[src/rtl/msid_pkg.sv]
`timescale 1ns / 1ps
// ----------------------------------------------------------------------------
// msid_pkg
// shared types and codes for the instruction decoder
// ----------------------------------------------------------------------------
package msid_pkg;

    // major opcodes
    localparam logic [5:0] OP_SPECIAL = 6'd0;
    localparam logic [5:0] OP_J       = 6'd2;
    localparam logic [5:0] OP_JAL     = 6'd3;
    localparam logic [5:0] OP_BEQ     = 6'd4;
    localparam logic [5:0] OP_BNE     = 6'd5;
    localparam logic [5:0] OP_BGTZ    = 6'd7;
    localparam logic [5:0] OP_ADDI    = 6'd8;
    localparam logic [5:0] OP_ADDIU   = 6'd9;
    localparam logic [5:0] OP_SLTI    = 6'd10;
    localparam logic [5:0] OP_ANDI    = 6'd12;
    localparam logic [5:0] OP_ORI     = 6'd13;
    localparam logic [5:0] OP_NORI    = 6'd14;
    localparam logic [5:0] OP_LUI     = 6'd15;
    localparam logic [5:0] OP_LB      = 6'd32;
    localparam logic [5:0] OP_LH      = 6'd33;
    localparam logic [5:0] OP_LW      = 6'd35;
    localparam logic [5:0] OP_LBU     = 6'd36;
    localparam logic [5:0] OP_LHU     = 6'd37;
    localparam logic [5:0] OP_SB      = 6'd40;
    localparam logic [5:0] OP_SH      = 6'd41;
    localparam logic [5:0] OP_SW      = 6'd43;
    localparam logic [5:0] OP_HALT    = 6'd63;

    // function codes under OP_SPECIAL
    localparam logic [5:0] FN_SLL  = 6'd0;
    localparam logic [5:0] FN_SRL  = 6'd2;
    localparam logic [5:0] FN_SRA  = 6'd3;
    localparam logic [5:0] FN_JR   = 6'd8;
    localparam logic [5:0] FN_ADD  = 6'd32;
    localparam logic [5:0] FN_ADDU = 6'd33;
    localparam logic [5:0] FN_SUB  = 6'd34;
    localparam logic [5:0] FN_AND  = 6'd36;
    localparam logic [5:0] FN_OR   = 6'd37;
    localparam logic [5:0] FN_XOR  = 6'd38;
    localparam logic [5:0] FN_NOR  = 6'd39;
    localparam logic [5:0] FN_NAND = 6'd40;
    localparam logic [5:0] FN_SLT  = 6'd42;

    typedef enum logic [1:0] {
        CLS_R = 2'd0,
        CLS_I = 2'd1,
        CLS_J = 2'd2,
        CLS_S = 2'd3
    } t_class;

    typedef enum logic [5:0] {
        MN_NOP     = 6'd0,
        MN_ADD     = 6'd1,
        MN_ADDU    = 6'd2,
        MN_SUB     = 6'd3,
        MN_AND     = 6'd4,
        MN_OR      = 6'd5,
        MN_XOR     = 6'd6,
        MN_NOR     = 6'd7,
        MN_NAND    = 6'd8,
        MN_SLT     = 6'd9,
        MN_SLL     = 6'd10,
        MN_SRL     = 6'd11,
        MN_SRA     = 6'd12,
        MN_JR      = 6'd13,
        MN_J       = 6'd14,
        MN_JAL     = 6'd15,
        MN_HALT    = 6'd16,
        MN_ADDI    = 6'd17,
        MN_ADDIU   = 6'd18,
        MN_LW      = 6'd19,
        MN_LH      = 6'd20,
        MN_LHU     = 6'd21,
        MN_LB      = 6'd22,
        MN_LBU     = 6'd23,
        MN_SW      = 6'd24,
        MN_SH      = 6'd25,
        MN_SB      = 6'd26,
        MN_LUI     = 6'd27,
        MN_ANDI    = 6'd28,
        MN_ORI     = 6'd29,
        MN_NORI    = 6'd30,
        MN_SLTI    = 6'd31,
        MN_BEQ     = 6'd32,
        MN_BNE     = 6'd33,
        MN_BGTZ    = 6'd34,
        MN_UNKNOWN = 6'd35
    } t_mnem;

    // one decoded instruction
    typedef struct packed {
        logic [5:0]  opcode;
        logic [4:0]  src_reg;
        logic [4:0]  tgt_reg;
        logic [4:0]  dst_reg;
        logic [4:0]  shift_amount;
        logic [5:0]  func_code;
        logic [31:0] imm_value;
        logic [25:0] jump_target;
        t_class      instr_class;
        t_mnem       mnemonic;
        logic        reads_rs;
        logic        reads_rt;
    } t_dec_result;

endpackage

[src/rtl/msid_decode.sv]
`timescale 1ns / 1ps
// ----------------------------------------------------------------------------
// msid_decode
// combinational field split, class and mnemonic lookup for one word
// ----------------------------------------------------------------------------
module msid_decode (
    input  logic [31:0]          i_word,
    output msid_pkg::t_dec_result o_dec
);

    logic [5:0]  op;
    logic [4:0]  rs;
    logic [4:0]  rt;
    logic [4:0]  rd;
    logic [4:0]  sh;
    logic [5:0]  fn;
    logic [15:0] imm16;
    logic        is_shift;

    assign op       = i_word[31:26];
    assign rs       = i_word[25:21];
    assign rt       = i_word[20:16];
    assign rd       = i_word[15:11];
    assign sh       = i_word[10:6];
    assign fn       = i_word[5:0];
    assign imm16    = i_word[15:0];
    assign is_shift = (fn == msid_pkg::FN_SLL) || (fn == msid_pkg::FN_SRL)
                   || (fn == msid_pkg::FN_SRA);

    always_comb begin
        o_dec              = '0;
        o_dec.opcode       = op;
        o_dec.instr_class  = msid_pkg::CLS_R;
        o_dec.mnemonic     = msid_pkg::MN_UNKNOWN;

        priority if (op == msid_pkg::OP_SPECIAL) begin
            o_dec.instr_class = msid_pkg::CLS_R;
            o_dec.func_code   = fn;
            if (!is_shift) o_dec.src_reg = rs;
            if (fn != msid_pkg::FN_JR) begin
                o_dec.tgt_reg = rt;
                o_dec.dst_reg = rd;
            end
            if (is_shift) o_dec.shift_amount = sh;
            unique case (fn)
                msid_pkg::FN_ADD: begin
                    o_dec.mnemonic = msid_pkg::MN_ADD;
                    o_dec.reads_rs = 1'b1; o_dec.reads_rt = 1'b1;
                end
                msid_pkg::FN_ADDU: begin
                    o_dec.mnemonic = msid_pkg::MN_ADDU;
                    o_dec.reads_rs = 1'b1; o_dec.reads_rt = 1'b1;
                end
                msid_pkg::FN_SUB: begin
                    o_dec.mnemonic = msid_pkg::MN_SUB;
                    o_dec.reads_rs = 1'b1; o_dec.reads_rt = 1'b1;
                end
                msid_pkg::FN_AND: begin
                    o_dec.mnemonic = msid_pkg::MN_AND;
                    o_dec.reads_rs = 1'b1; o_dec.reads_rt = 1'b1;
                end
                msid_pkg::FN_OR: begin
                    o_dec.mnemonic = msid_pkg::MN_OR;
                    o_dec.reads_rs = 1'b1; o_dec.reads_rt = 1'b1;
                end
                msid_pkg::FN_XOR: begin
                    o_dec.mnemonic = msid_pkg::MN_XOR;
                    o_dec.reads_rs = 1'b1; o_dec.reads_rt = 1'b1;
                end
                msid_pkg::FN_NOR: begin
                    o_dec.mnemonic = msid_pkg::MN_NOR;
                    o_dec.reads_rs = 1'b1; o_dec.reads_rt = 1'b1;
                end
                msid_pkg::FN_NAND: begin
                    o_dec.mnemonic = msid_pkg::MN_NAND;
                    o_dec.reads_rs = 1'b1; o_dec.reads_rt = 1'b1;
                end
                msid_pkg::FN_SLT: begin
                    o_dec.mnemonic = msid_pkg::MN_SLT;
                    o_dec.reads_rs = 1'b1; o_dec.reads_rt = 1'b1;
                end
                msid_pkg::FN_SLL: begin
                    o_dec.mnemonic = msid_pkg::MN_SLL;
                    o_dec.reads_rt = 1'b1;
                end
                msid_pkg::FN_SRL: begin
                    o_dec.mnemonic = msid_pkg::MN_SRL;
                    o_dec.reads_rt = 1'b1;
                end
                msid_pkg::FN_SRA: begin
                    o_dec.mnemonic = msid_pkg::MN_SRA;
                    o_dec.reads_rt = 1'b1;
                end
                msid_pkg::FN_JR: begin
                    o_dec.mnemonic = msid_pkg::MN_JR;
                    o_dec.reads_rs = 1'b1;
                end
                default: o_dec.mnemonic = msid_pkg::MN_UNKNOWN;
            endcase
        end else if ((op == msid_pkg::OP_J) || (op == msid_pkg::OP_JAL)) begin
            o_dec.instr_class = msid_pkg::CLS_J;
            o_dec.jump_target = i_word[25:0];
            o_dec.mnemonic    = (op == msid_pkg::OP_J) ? msid_pkg::MN_J
                                                       : msid_pkg::MN_JAL;
        end else if (op == msid_pkg::OP_HALT) begin
            o_dec.instr_class = msid_pkg::CLS_S;
            o_dec.mnemonic    = msid_pkg::MN_HALT;
        end else begin
            o_dec.instr_class = msid_pkg::CLS_I;
            o_dec.src_reg     = rs;
            o_dec.tgt_reg     = rt;
            o_dec.imm_value   = {{16{imm16[15]}}, imm16};
            unique case (op)
                msid_pkg::OP_ADDI: begin
                    o_dec.mnemonic = msid_pkg::MN_ADDI;  o_dec.reads_rs = 1'b1;
                end
                msid_pkg::OP_ADDIU: begin
                    o_dec.mnemonic = msid_pkg::MN_ADDIU; o_dec.reads_rs = 1'b1;
                end
                msid_pkg::OP_LW: begin
                    o_dec.mnemonic = msid_pkg::MN_LW;    o_dec.reads_rs = 1'b1;
                end
                msid_pkg::OP_LH: begin
                    o_dec.mnemonic = msid_pkg::MN_LH;    o_dec.reads_rs = 1'b1;
                end
                msid_pkg::OP_LHU: begin
                    o_dec.mnemonic = msid_pkg::MN_LHU;   o_dec.reads_rs = 1'b1;
                end
                msid_pkg::OP_LB: begin
                    o_dec.mnemonic = msid_pkg::MN_LB;    o_dec.reads_rs = 1'b1;
                end
                msid_pkg::OP_LBU: begin
                    o_dec.mnemonic = msid_pkg::MN_LBU;   o_dec.reads_rs = 1'b1;
                end
                msid_pkg::OP_SW: begin
                    o_dec.mnemonic = msid_pkg::MN_SW;
                    o_dec.reads_rs = 1'b1; o_dec.reads_rt = 1'b1;
                end
                msid_pkg::OP_SH: begin
                    o_dec.mnemonic = msid_pkg::MN_SH;
                    o_dec.reads_rs = 1'b1; o_dec.reads_rt = 1'b1;
                end
                msid_pkg::OP_SB: begin
                    o_dec.mnemonic = msid_pkg::MN_SB;
                    o_dec.reads_rs = 1'b1; o_dec.reads_rt = 1'b1;
                end
                msid_pkg::OP_LUI: begin
                    o_dec.mnemonic = msid_pkg::MN_LUI;
                end
                msid_pkg::OP_ANDI: begin
                    o_dec.mnemonic  = msid_pkg::MN_ANDI; o_dec.reads_rs = 1'b1;
                    o_dec.imm_value = {16'd0, imm16};
                end
                msid_pkg::OP_ORI: begin
                    o_dec.mnemonic  = msid_pkg::MN_ORI;  o_dec.reads_rs = 1'b1;
                    o_dec.imm_value = {16'd0, imm16};
                end
                msid_pkg::OP_NORI: begin
                    o_dec.mnemonic  = msid_pkg::MN_NORI; o_dec.reads_rs = 1'b1;
                    o_dec.imm_value = {16'd0, imm16};
                end
                msid_pkg::OP_SLTI: begin
                    o_dec.mnemonic = msid_pkg::MN_SLTI;  o_dec.reads_rs = 1'b1;
                end
                msid_pkg::OP_BEQ: begin
                    o_dec.mnemonic = msid_pkg::MN_BEQ;
                    o_dec.reads_rs = 1'b1; o_dec.reads_rt = 1'b1;
                end
                msid_pkg::OP_BNE: begin
                    o_dec.mnemonic = msid_pkg::MN_BNE;
                    o_dec.reads_rs = 1'b1; o_dec.reads_rt = 1'b1;
                end
                msid_pkg::OP_BGTZ: begin
                    o_dec.mnemonic = msid_pkg::MN_BGTZ;  o_dec.reads_rs = 1'b1;
                end
                default: o_dec.mnemonic = msid_pkg::MN_UNKNOWN;
            endcase
        end

        // all-zero word is reported as nop, other fields as for sll
        if (i_word == 32'd0) o_dec.mnemonic = msid_pkg::MN_NOP;
    end

endmodule

[src/rtl/mips_subset_instruction_decoder_unit.sv]
`timescale 1ns / 1ps
// ----------------------------------------------------------------------------
// mips_subset_instruction_decoder_unit
// splits a 32-bit instruction word into fields, class, mnemonic and read flags
// ----------------------------------------------------------------------------
// usage
//   request channel: drive i_instr_word and pulse i_start; a request is taken
//   at any rising edge with i_start high and o_busy low
//   o_busy stays low: a new request can be taken on every cycle
//   result channel: o_valid is high for exactly one cycle with all result
//   ports holding the decoded fields of one request, in request order
// pipeline and throughput
//   the word is captured in an input register, decoded by one level of
//   combinational logic and captured in the result register, with o_valid
//   registered alongside it; one result per cycle sustained
// reset
//   i_rst_n low at a rising edge drops both pipeline valid bits, so requests
//   in flight are discarded and no strobe comes out of reset
// stall
//   the receiver cannot hold results off; each result shows for one cycle
// ----------------------------------------------------------------------------
module mips_subset_instruction_decoder_unit (
    input  logic        i_clk,
    input  logic        i_rst_n,
    input  logic        i_start,
    output logic        o_busy,
    input  logic [31:0] i_instr_word,
    output logic        o_valid,
    output logic [5:0]  o_opcode,
    output logic [4:0]  o_src_reg,
    output logic [4:0]  o_tgt_reg,
    output logic [4:0]  o_dst_reg,
    output logic [4:0]  o_shift_amount,
    output logic [5:0]  o_func_code,
    output logic [31:0] o_imm_value,
    output logic [25:0] o_jump_target,
    output logic [1:0]  o_instr_class,
    output logic [5:0]  o_mnemonic,
    output logic        o_reads_rs,
    output logic        o_reads_rt
);

    // input stage
    logic                  r_in_valid;
    logic [31:0]           r_in_word;
    // result stage
    logic                  r_out_valid;
    msid_pkg::t_dec_result r_out;
    msid_pkg::t_dec_result n_out;
    logic                  req_take;

    // single-pass pipeline, never back-pressured
    assign o_busy   = 1'b0;
    assign req_take = i_start & ~o_busy;

    always_ff @(posedge i_clk) begin
        if (!i_rst_n) begin
            r_in_valid  <= 1'b0;
            r_out_valid <= 1'b0;
        end else begin
            r_in_valid  <= req_take;
            r_out_valid <= r_in_valid;
        end
    end

    // payload registers carry no reset
    always_ff @(posedge i_clk) begin
        if (req_take) r_in_word <= i_instr_word;
        if (r_in_valid) r_out <= n_out;
    end

    msid_decode u_decode (
        .i_word (r_in_word),
        .o_dec  (n_out)
    );

    assign o_valid        = r_out_valid;
    assign o_opcode       = r_out.opcode;
    assign o_src_reg      = r_out.src_reg;
    assign o_tgt_reg      = r_out.tgt_reg;
    assign o_dst_reg      = r_out.dst_reg;
    assign o_shift_amount = r_out.shift_amount;
    assign o_func_code    = r_out.func_code;
    assign o_imm_value    = r_out.imm_value;
    assign o_jump_target  = r_out.jump_target;
    assign o_instr_class  = r_out.instr_class;
    assign o_mnemonic     = r_out.mnemonic;
    assign o_reads_rs     = r_out.reads_rs;
    assign o_reads_rt     = r_out.reads_rt;

endmodule
[config.mk]
export PLATFORM = sky130hd
export DESIGN_NAME = mips_subset_instruction_decoder_unit
export DESIGN_NICKNAME = d
export VERILOG_FILES = /design/src/rtl/msid_pkg.sv /design/src/rtl/msid_decode.sv /design/src/rtl/mips_subset_instruction_decoder_unit.sv
export SDC_FILE = /design/constraint.sdc
export NUM_CORES = 1
export LEC_CHECK = 0
export ABC_AREA = 1
export BUFFER_PORTS_ARGS = -buffer_cell sky130_fd_sc_hd__buf_2
export CAP_MARGIN = 30
export CORE_AREA = 10 10 122 124
export DETAILED_ROUTE_END_ITERATION = 10
export DIE_AREA = 0 0 132 134
export PLACE_DENSITY = 0.7
export SKIP_LAST_GASP = 1
export SYNTH_ARGS = -nofsm -noshare
export SYNTH_HDL_FRONTEND = slang
export SYNTH_SLANG_ARGS = --single-unit
[constraint.sdc]
create_clock -name i_clk -period 3.45 [get_ports i_clk]
set_clock_uncertainty 0.2 [all_clocks]
set_input_delay 0.8625 -clock i_clk [delete_from_list [all_inputs] [get_ports i_clk]]
set_output_delay 0.8625 -clock i_clk [all_outputs]
set_load 0.01 [all_outputs]
==> results.md, run 1 <==
- Largest vdd supply drop: 0.298 mV
- Setup Fix Bufs, Post-CTS: 0
- Ratio of cells with drive above 1 in the final layout: 0.334
- Die W: 132 µm
- Class of the worst hold path: register to register
- Final Core Density: 0.502
- Layout Nets: 565
- # port buffers: 135
- Post-Synthesis Cells: 396
- Area share of the largest cell type after synthesis: 0.723
- Max Freq: 438 MHz
- CP Class: register to register
- CTS Buf Count: 17
- H-tree levels: 4
- Final worst slack: 1.17 ns
- Rows: 41
- Crit. End Element: register
- CP arrival: 2.25 ns
- GRT Total Usage: 0.128
- Global-route wire length before repair: 17.6 mm
- Top-count cell post-synth: edfxtp_1
- Hold Startpoint: r_in_word[31]
- Mean Syn Cell Area: 12.3 µm²
- LEAKAGE: 0.00267 µW
- Rel. slew slack: 0.483
- Pre-CTS setup slack: 1.16 ns
- Final setup viols: 0
- Syn_nets: 431
- Post-route ant nets: 0
- Core ar.: 12500 µm²
- Worst-path fanout max: 28
- DRC viols: 0
- Seq. cell area: 3560 µm²
- Startpoint Class: register
- MaxCap Viol Count: 0
- DRT Wirelength: 11.4 mm
- Resized cells post-CTS: 0
- HPWL after DPL: 8.27 mm
- Synth top cells by count: 117 x edfxtp_1, 85 x nor2_1, 48 x inv_1
- Starting Density: 0.390
- RSZ-0062 raised after global routing: false
- Max FFs per register: 32
- Synthesized flop and latch total: 119
- Synth area leader: edfxtp_1
- Total Power: 3990 µW
- Pwr/cell area: 638 nW/µm²
- Total inserted antenna cells: 0
- WHS Path Cells: 0
- Clk slew on worst S/H paths: 0.05 ns
- Hold_buf cts: 0
- EDFF count, synth: 117
- Area of the multi-input gates: 952 µm²
- Root Buffer: clkbuf_16
- Total gr overflow: 0
- Top_reg_cell synth: edfxtp_1
- Routed vias/inst: 4.59
- Cell Chain, Critical Path: nor2_4 > inv_2 > nor2_8 > nand2_8 > nand2_4 > inv_1 > nand2_2 > nand2_2 > inv_2 > nor2_1
- Worst path slowest cell: edfxtp_1
- Tightest Pin Transition: 0.776 ns
- Die area: 17700 µm²
- Total negative slack: 0 ns
- Layout fillers: 1101
- Distinct cells, synth: 30
- Die H: 134 µm
- Max Slew Vio Count: 0
- Final Hold Fails: 0
- Hold endpoint: o_opcode[5]
- Area growth, synth to finish: 28.6%
- Largest Register: r_in_word
- Asr flop ratio synth: 0
- Syn. warnings: 0
- Reg2reg end: o_tgt_reg[3]
- Flop-to-flop setup slack: 1.17 ns
- Largest net degree at the start of global routing: 45
- Worst-case reg-to-reg path depth: 10
- Final Wtd Congestion: 0.958
- Worst-Skew Late Latency: 0.41 ns
- Worst R2R Start: r_in_word[28]
- CTS tree: done
- Crit path time final: 2.28 ns
- Initial DRC count: 394
- Worst-case clock buffer depth: 2
- WL per Instance: 15.9 µm
- Top post-synthesis cells by area: edfxtp_1 72%, nor2_1 6.6%, inv_1 3.7%
- Drt first pass iters: 5
- Initial antenna violation count: 0
- Detailed-route via count: 3274
- Synth Cell Area: 4860 µm²
- Vias in the first global route: 3315
- I/O Pins: 137
- CP Data Required Time: 3.41 ns
- CTS sink cnt: 119
- Sequential area share after synthesis: 0.731
- Tcrit/Tclk final: 0.662
- Status: finished clean
- Max incr delay on CP: 0.48 ns
[power breakdown]
group          switching [µW]  total (µW)  internal [µW]
combinational             198         306            108
clock                     585        1920           1340
sequential               55.2        1760           1710
[worst max-delay path: cells and delay by family (launching register included)]
family        cells  cell delay (ns)
buf+inv           3             0.26
simple gates      7             1.10
flops             1             0.48
[final cells by class]
cell class / instances / area share
Inverter: 52 / 0.0312
Timing Repair Buffer: 136 / 0.111
Multi-Input combinational cell: 204 / 0.152
Tap cell: 172 / 0.0344
Sequential cell: 119 / 0.569
Clock buffer: 19 / 0.0692
Clock inverter: 12 / 0.0330
[metrics by stage]
stage | area (µm²) | instances | hold WS [ns]
after floorplan | 4860 | 396 | 0.251
after global placement | 5600 | 682 | 0.309
after detailed placement | 5620 | 683 | 0.318
after CTS | 6250 | 714 | 0.327
after global routing | 6250 | 714 | 0.346
final | 6250 | 714 | 0.330
[layer usage]
| layer | part of all wire | wire length, µm | up-vias | global-route usage |
|---|---|---|---|---|
| met5 | 0 | 0 | - | 0 |
| met4 | 0.014 | 162 | 0 | 0.0562 |
| met3 | 0.088 | 998 | 18 | 0.0515 |
| met2 | 0.49 | 5530 | 174 | 0.207 |
| met1 | 0.41 | 4690 | 1488 | 0.147 |
| li1 | - | - | 1594 | - |
[logic make-up after synthesis]
| family | count (synthesis) | share of synthesized area |
|---|---|---|
| buffers and inverters | 73 | 0.0733 |
| AOI/OAI and AO/OA | 13 | 0.0154 |
| DFF | 119 | 0.731 |
| and+or+nand+nor | 190 | 0.180 |
| other | 1 | 0.000771 |
[how the worst max path moves through the flow]
stage / from / end
3_5_place_dp: r_in_word[28] / o_tgt_reg[4]
3_3_place_gp: r_in_word[28] / o_tgt_reg[0]
4_1_cts: r_in_word[28] / o_tgt_reg[3]
6_report: r_in_word[28] / o_tgt_reg[3]
2_1_floorplan: r_in_valid / o_dst_reg[0]
5_1_grt: r_in_word[28] / o_tgt_reg[2]
[placed cells by master (no fill, tap or decap), types with 2 or more instances in the layout]
| cell | instances |
|---|---|
| buf_2 | 135 |
| nand4_1 | 5 |
| inv_2 | 3 |
| nor2_4 | 2 |
| nand3_1 | 25 |
| a21oi_1 | 3 |
| clkinv_2 | 3 |
| clkbuf_16 | 17 |
| nand2_1 | 45 |
| nor4_1 | 2 |
| o21ai_0 | 5 |
| clkinv_1 | 4 |
| nand2_2 | 3 |
| clkbuf_1 | 2 |
| nand2_4 | 3 |
| bufinv_16 | 6 |
| inv_1 | 48 |
| edfxtp_1 | 117 |
| nor2_2 | 4 |
| nor2_1 | 85 |
| nor3_1 | 12 |
(Power assumes the default switching activity.)
==> run 2: changes to the inputs <==
--- a/config.mk
+++ b/config.mk
@@ -11,7 +11,7 @@
 export CORE_AREA = 10 10 122 124
 export DETAILED_ROUTE_END_ITERATION = 10
 export DIE_AREA = 0 0 132 134
-export PLACE_DENSITY = 0.7
+export PLACE_DENSITY = 0.72
 export SKIP_LAST_GASP = 1
 export SYNTH_ARGS = -nofsm -noshare
 export SYNTH_HDL_FRONTEND = slang
==> constraint.sdc (replaced) <==
create_clock -name i_clk -period 2.1 [get_ports i_clk]
set_clock_uncertainty 0.2 [all_clocks]
set_input_delay 0.525 -clock i_clk [delete_from_list [all_inputs] [get_ports i_clk]]
set_output_delay 0.525 -clock i_clk [all_outputs]
set_load 0.01 [all_outputs]
==> results.md, run 2 (same netlist as run 1, synthesis figures left out) <==
- Worst path slowest cell: edfxtp_1 (unchanged)
- Largest Register: r_in_word (unchanged)
- Drt first pass iters: 4 (was 5)
- GR peak layer: met2 (unchanged)
- Layout Nets: 585 (was 565)
- Cell mode on critical path: nor2_4
- Total gr overflow: 0 (unchanged)
- Rows: 41 (unchanged)
- Grt met3 use: 0.0545 (was 0.0515)
- Worst-case clock buffer depth: 2 (unchanged)
- WL per Instance: 16.3 µm (was 15.9 µm)
- Cell Chain, Critical Path: nor2_4 > inv_2 > nor2_8 > nand2_8 > nor2_4 > o21ai_1 > nor3_1 > a21oi_1 (was nor2_4 > inv_2 > nor2_8 > nand2_8 > nand2_4 > inv_1 > nand2_2 > nand2_2 > inv_2 > nor2_1)
- Worst-Skew Late Latency: 0.41 ns (about the same)
- Final Hold Fails: 0 (unchanged)
- LEAKAGE: 0.00274 µW (was 0.00267 µW)
- GRT Total Usage: 0.138 (was 0.128)
- Root Buffer: clkbuf_16 (unchanged)
- Area growth, synth to finish: 32.1% (was 28.6%)
- Post-route ant nets: 0 (unchanged)
- Total inserted antenna cells: 0 (unchanged)
- I/O Pins: 137 (unchanged)
- CTS tree: done (unchanged)
- Met1 Track Usage GR: 0.162 (was 0.147)
- H-tree levels: 4 (unchanged)
- Max Freq: 488 MHz (was 438 MHz)
- Tcrit/Tclk final: 0.976 (was 0.662)
- CTS Buf Count: 17 (unchanged)
- DRT Wirelength: 12.0 mm (was 11.4 mm)
- Die area: 17700 µm² (unchanged)
- Pwr/cell area: 973 nW/µm² (was 638 nW/µm²)
- CP Class: register to register (unchanged)
- Die W: 132 µm (unchanged)
- Core ar.: 12500 µm² (unchanged)
- Hold endpoint: r_in_word[27] (was o_opcode[5])
- Die H: 134 µm (unchanged)
- Ratio of cells with drive above 1 in the final layout: 0.375 (was 0.334)
- Area post-placement: 5720 µm² (was 5620 µm²)
- Flop-to-flop setup slack: 0.05 ns (was 1.17 ns)
- Global-route wire length before repair: 18.9 mm (was 17.6 mm)
- Initial antenna violation count: 0 (unchanged)
- Vias in the first global route: 3493 (was 3315)
- Most frequent cells in the layout: 135 x buf_2, 117 x edfxtp_1, 80 x nor2_1 (was 135 x buf_2, 117 x edfxtp_1, 85 x nor2_1)
- Startpoint Class: register (unchanged)
- Dpl cells: 693 (was 683)
- Max FFs per register: 32 (unchanged)
- Max incr delay on CP: 0.48 ns (about the same)
- Worst-path fanout max: 7 (was 28)
- Worst R2R Start: r_in_word[29] (was r_in_word[28])
- Largest net degree at the start of global routing: 45 (unchanged)
- Hold_buf cts: 0 (unchanged)
- Initial DRC count: 311 (was 394)
- Class of the worst hold path: input pin to register (was register to register)
- Non-Filler Cell Area, Final: 6420 µm² (was 6250 µm²)
- Starting Density: 0.390 (unchanged)
- # port buffers: 135 (unchanged)
- Final Core Density: 0.515 (was 0.502)
- Status: finished clean (unchanged)
- Met2 Resource Use GR: 0.219 (was 0.207)
- CP arrival: 1.99 ns (was 2.25 ns)
- WHS Path Cells: 1 (was 0)
- Crit. End Element: register (unchanged)
- Clk slew on worst S/H paths: 0.05 ns (about the same)
- Max Slew Vio Count: 0 (unchanged)
- Hold slack final: 0.0880 ns (was 0.330 ns)
- HPWL after DPL: 8.77 mm (was 8.27 mm)
- Final Wtd Congestion: 0.870 (was 0.958)
- Worst-case reg-to-reg path depth: 8 (was 10)
- Hold Startpoint: i_instr_word[27] (was r_in_word[31])
- Most common cell after layout, fill and taps aside: buf_2 (unchanged)
- Final Non-Filler Cells: 735 (was 714)
- Final setup viols: 0 (unchanged)
- Layout fillers: 1110 (was 1101)
- RSZ-0062 raised after global routing: true (was false)
- MaxCap Viol Count: 0 (unchanged)
- DRC viols: 0 (unchanged)
- Largest vdd supply drop: 0.502 mV (was 0.298 mV)
- Detailed-route via count: 3346 (was 3274)
- Reg2reg end: o_mnemonic[0] (was o_tgt_reg[3])
- CP Data Required Time: 2.04 ns (was 3.41 ns)
- Routed vias/inst: 4.55 (was 4.59)
- CTS sink cnt: 119 (unchanged)
- Crit path time final: 2.05 ns (was 2.28 ns)
run 2: changes by cell type in the layout (fill, tap and decap cells not counted), moves of 2 or more:
cell / delta
buf_4: +17
nor2_1: -5
clkinv_2: +4
buf_12: +3
bufinv_16: -3
nor2_4: +3
nor2_2: +2
run 2: area by class of cell:
cell class,instances,area [µm²],area share
clock buffers,19,433,0.0674
clock inverters,13,136,0.0212
inverters,52,198,0.0308
multi-input cells,204,1000,0.156
flip-flops and latches,119,3560,0.554
well taps,172,215,0.0335
repair buffers,156,883,0.137
run 2: critical path: cells and delay by family (launching register included):
family,cells,cell delay (ns)
buffers and inverters,1,0.08
DFF,1,0.48
AOI/OAI and AO/OA,2,0.19
and+or+nand+nor,5,0.84
run 2: worst max path at each step:
stage                              from             to  slack (ns)
after global placement    r_in_word[30]  o_mnemonic[0]       -0.06
after CTS                 r_in_word[29]  o_mnemonic[0]       0.005
after detailed placement  r_in_word[28]  o_mnemonic[0]      -0.006
final                     r_in_word[29]  o_mnemonic[0]        0.05
after global routing      r_in_word[29]  o_mnemonic[0]       -0.04
after floorplan              r_in_valid   o_dst_reg[0]        0.21
run 2: power breakdown:
| part | internal [µW] | total (µW) | switching (µW) |
|---|---|---|---|
| clock network | 1830 | 2790 | 961 |
| registers | 2810 | 2880 | 76.7 |
| logic | 212 | 575 | 363 |
run 2: per-layer routing:
metal	vias to the layer above	part of all wire
met3	8	0.082
met4	0	0.0081
met1	1586	0.42
met2	119	0.49
li1	1633	-
met5	-	0
run 2: per-stage QoR:
stage	setup slack, ns	setup TNS (ns)	total power, µW
after floorplan	0.213	0	3230
after global placement	-0.0607	-0.0981	3480
after detailed placement	-0.00559	-0.00559	3490
after CTS	0.00507	0	6300
after global routing	-0.0420	-0.0473	6500
final	0.0497	0	6250
run 2: repair_timing:
action,CTS,global route
pin swaps,0,5
setup buffers,1,9
resized for setup,1,17
endpoints found under the setup margin,1,13
cloned,0,0
==> run 3: changes to the inputs <==
--- a/config.mk
+++ b/config.mk
@@ -12,6 +12,7 @@
 export DETAILED_ROUTE_END_ITERATION = 10
 export DIE_AREA = 0 0 132 134
 export PLACE_DENSITY = 0.72
+export SETUP_SLACK_MARGIN = 0.1
 export SKIP_LAST_GASP = 1
 export SYNTH_ARGS = -nofsm -noshare
 export SYNTH_HDL_FRONTEND = slang
==> results.md, run 3 (same netlist as run 1, synthesis figures left out) <==
- Buf/Inv on CP: 1 (unchanged)
- Layout fillers: 1093 (was 1110)
- Worst-path fanout max: 6 (was 7)
- CTS sink cnt: 119 (unchanged)
- Total gr overflow: 0 (unchanged)
- Starting Density: 0.390 (unchanged)
- Die area: 17700 µm² (unchanged)
- Total negative slack: 0 ns (unchanged)
- Worst-case clock buffer depth: 2 (unchanged)
- Root Buffer: clkbuf_16 (unchanged)
- Sw Pwr: 1420 µW (was 1400 µW)
- Pwr/cell area: 956 nW/µm² (was 973 nW/µm²)
- CTS tree: done (unchanged)
- Clk network pwr share: 0.444 (was 0.447)
- Vias in the first global route: 3541 (was 3493)
- Total Power: 6300 µW (was 6250 µW)
- RSZ-0062 raised after global routing: true (unchanged)
- Tcrit/Tclk final: 0.910 (was 0.976)
- Hold Startpoint: i_instr_word[27] (unchanged)
- Crit path time final: 1.91 ns (was 2.05 ns)
- MaxCap Viol Count: 0 (unchanged)
- Worst path slowest cell: edfxtp_1 (unchanged)
- H-tree levels: 4 (unchanged)
- Initial antenna violation count: 0 (unchanged)
- Worst-case reg-to-reg path depth: 8 (unchanged)
- Final Wtd Congestion: 0.870 (unchanged)
- Largest Register: r_in_word (unchanged)
- Reg power frac: 0.458 (was 0.461)
- Reg2reg end: o_mnemonic[0] (unchanged)
- Worst R2R Start: r_in_word[30] (was r_in_word[29])
- Int Pwr: 4870 µW (was 4850 µW)
- Initial DRC count: 283 (was 311)
- WL per Instance: 16.4 µm (was 16.3 µm)
- HPWL after DPL: 8.77 mm (unchanged)
- Drt first pass iters: 4 (unchanged)
- Most frequent cells in the layout: 135 x buf_2, 117 x edfxtp_1, 76 x nor2_1 (was 135 x buf_2, 117 x edfxtp_1, 80 x nor2_1)
- Total inserted antenna cells: 0 (unchanged)
- Ratio of cells with drive above 1 in the final layout: 0.418 (was 0.375)
- Most common cell after layout, fill and taps aside: buf_2 (unchanged)
- Post-route ant nets: 0 (unchanged)
- Max Freq: 523 MHz (was 488 MHz)
- Layout Nets: 594 (was 585)
- I/O Pins: 137 (unchanged)
- Rows: 41 (unchanged)
- Max Slew Vio Count: 0 (unchanged)
- # port buffers: 135 (unchanged)
- Worst-Skew Late Latency: 0.41 ns (about the same)
- Routed vias/inst: 4.56 (was 4.55)
- CP arrival: 1.87 ns (was 1.99 ns)
- Die H: 134 µm (unchanged)
- Hold_buf cts: 0 (unchanged)
- Core ar.: 12500 µm² (unchanged)
- Status: finished clean (unchanged)
- Global-route wire length before repair: 19.2 mm (was 18.9 mm)
- CP Data Required Time: 2.06 ns (was 2.04 ns)
- Max incr delay on CP: 0.44 ns (was 0.48 ns)
- Area of the multi-input gates: 1090 µm² (was 1000 µm²)
- DRC viols: 0 (unchanged)
- CTS Buf Count: 17 (unchanged)
- Seq. cell area: 3560 µm² (unchanged)
- Flop-to-flop setup slack: 0.19 ns (was 0.05 ns)
- Startpoint Class: register (unchanged)
- Hold endpoint: r_in_word[27] (unchanged)
- CP Class: register to register (unchanged)
- Largest vdd supply drop: 0.503 mV (was 0.502 mV)
- Largest delay share family, worst path: simple AND/OR/NAND/NOR gates (unchanged)
- Combinational share of power: 0.099 (was 0.092)
- DRT Wirelength: 12.2 mm (was 12.0 mm)
- Cell Chain, Critical Path: inv_1 > nand2_4 > nor2_8 > nand2_8 > nor2_4 > o21ai_0 > nor3_2 > a21oi_2 (was nor2_4 > inv_2 > nor2_8 > nand2_8 > nor2_4 > o21ai_1 > nor3_1 > a21oi_1)
- Sw Ratio: 0.226 (was 0.224)
- Max FFs per register: 32 (unchanged)
- Final Hold Fails: 0 (unchanged)
- GRT Total Usage: 0.139 (was 0.138)
- Detailed-route via count: 3394 (was 3346)
- Area growth, synth to finish: 35.4% (was 32.1%)
- Class of the worst hold path: input pin to register (unchanged)
- Die W: 132 µm (unchanged)
- Clk slew on worst S/H paths: 0.05 ns (about the same)
- Largest net degree at the start of global routing: 45 (unchanged)
- Crit. End Element: register (unchanged)
- LEAKAGE: 0.00280 µW (was 0.00274 µW)
- WHS Path Cells: 1 (unchanged)
- Final setup viols: 0 (unchanged)
run 3: worst max-delay path by stage:
stage / start / end / slack [ns] / cells after the start
2_1_floorplan: r_in_valid / o_dst_reg[0] / 0.21 / 0
3_3_place_gp: r_in_word[30] / o_mnemonic[0] / -0.06 / 10
3_5_place_dp: r_in_word[28] / o_mnemonic[0] / -0.006 / 8
4_1_cts: r_in_word[27] / o_mnemonic[0] / 0.12 / 9
5_1_grt: r_in_word[27] / o_mnemonic[0] / 0.07 / 11
6_report: r_in_word[30] / o_mnemonic[0] / 0.19 / 8
run 3: worst register-to-register path, cell delays in order, from the launching register on:
cell	delay, ns
edfxtp_1	0.44
inv_1	0.12
nand2_4	0.09
nor2_8	0.20
nand2_8	0.08
nor2_4	0.15
o21ai_0	0.13
nor3_2	0.17
a21oi_2	0.06
run 3: power groups by stage:
stage | Sequential, µW | Combinational [µW] | Clock (µW)
floorplan | 3000 | 229 | 0
global placement | 2920 | 556 | 0
detailed placement | 2930 | 557 | 0
CTS | 2880 | 594 | 2850
global route | 2900 | 683 | 2960
finish | 2880 | 621 | 2800
run 3: layer usage:
metal  up-vias  share of wire  routed length, µm  GRT usage
li1       1652              -                  -          -
met5         -              0                  0          0
met1      1618           0.42               5170      0.164
met3        10          0.073                890     0.0545
met4         0         0.0096                117     0.0612
met2       114           0.49               6050      0.222
run 3: cell type report:
type | instances | area share
multi-input combinational | 205 | 0.165
timing repair buffer | 164 | 0.145
inverter | 52 | 0.0306
tap | 172 | 0.0327
clock buffer | 19 | 0.0658
sequential | 119 | 0.540
clock inverter | 13 | 0.0207
run 3: stage by stage:
stage          hold slack (ns)  cells  setup slack [ns]  instance area [µm²]   util
2_1_floorplan            0.251    396             0.213                 4860      -
3_3_place_gp             0.328    693           -0.0607                 5720  0.458
3_5_place_dp             0.351    693          -0.00559                 5720  0.458
4_1_cts                 0.0672    737             0.123                 6400  0.514
5_1_grt                 0.0650    744            0.0651                 6580  0.528
6_report                0.0857    744             0.189                 6580  0.528
run 3: timing repair:
action | in CTS | in global routing
pin swaps | 5 | 10
setup buffers | 12 | 6
gates cloned | 0 | 1
gates resized for setup | 8 | 34
setup endpoints to repair | 8 | 29
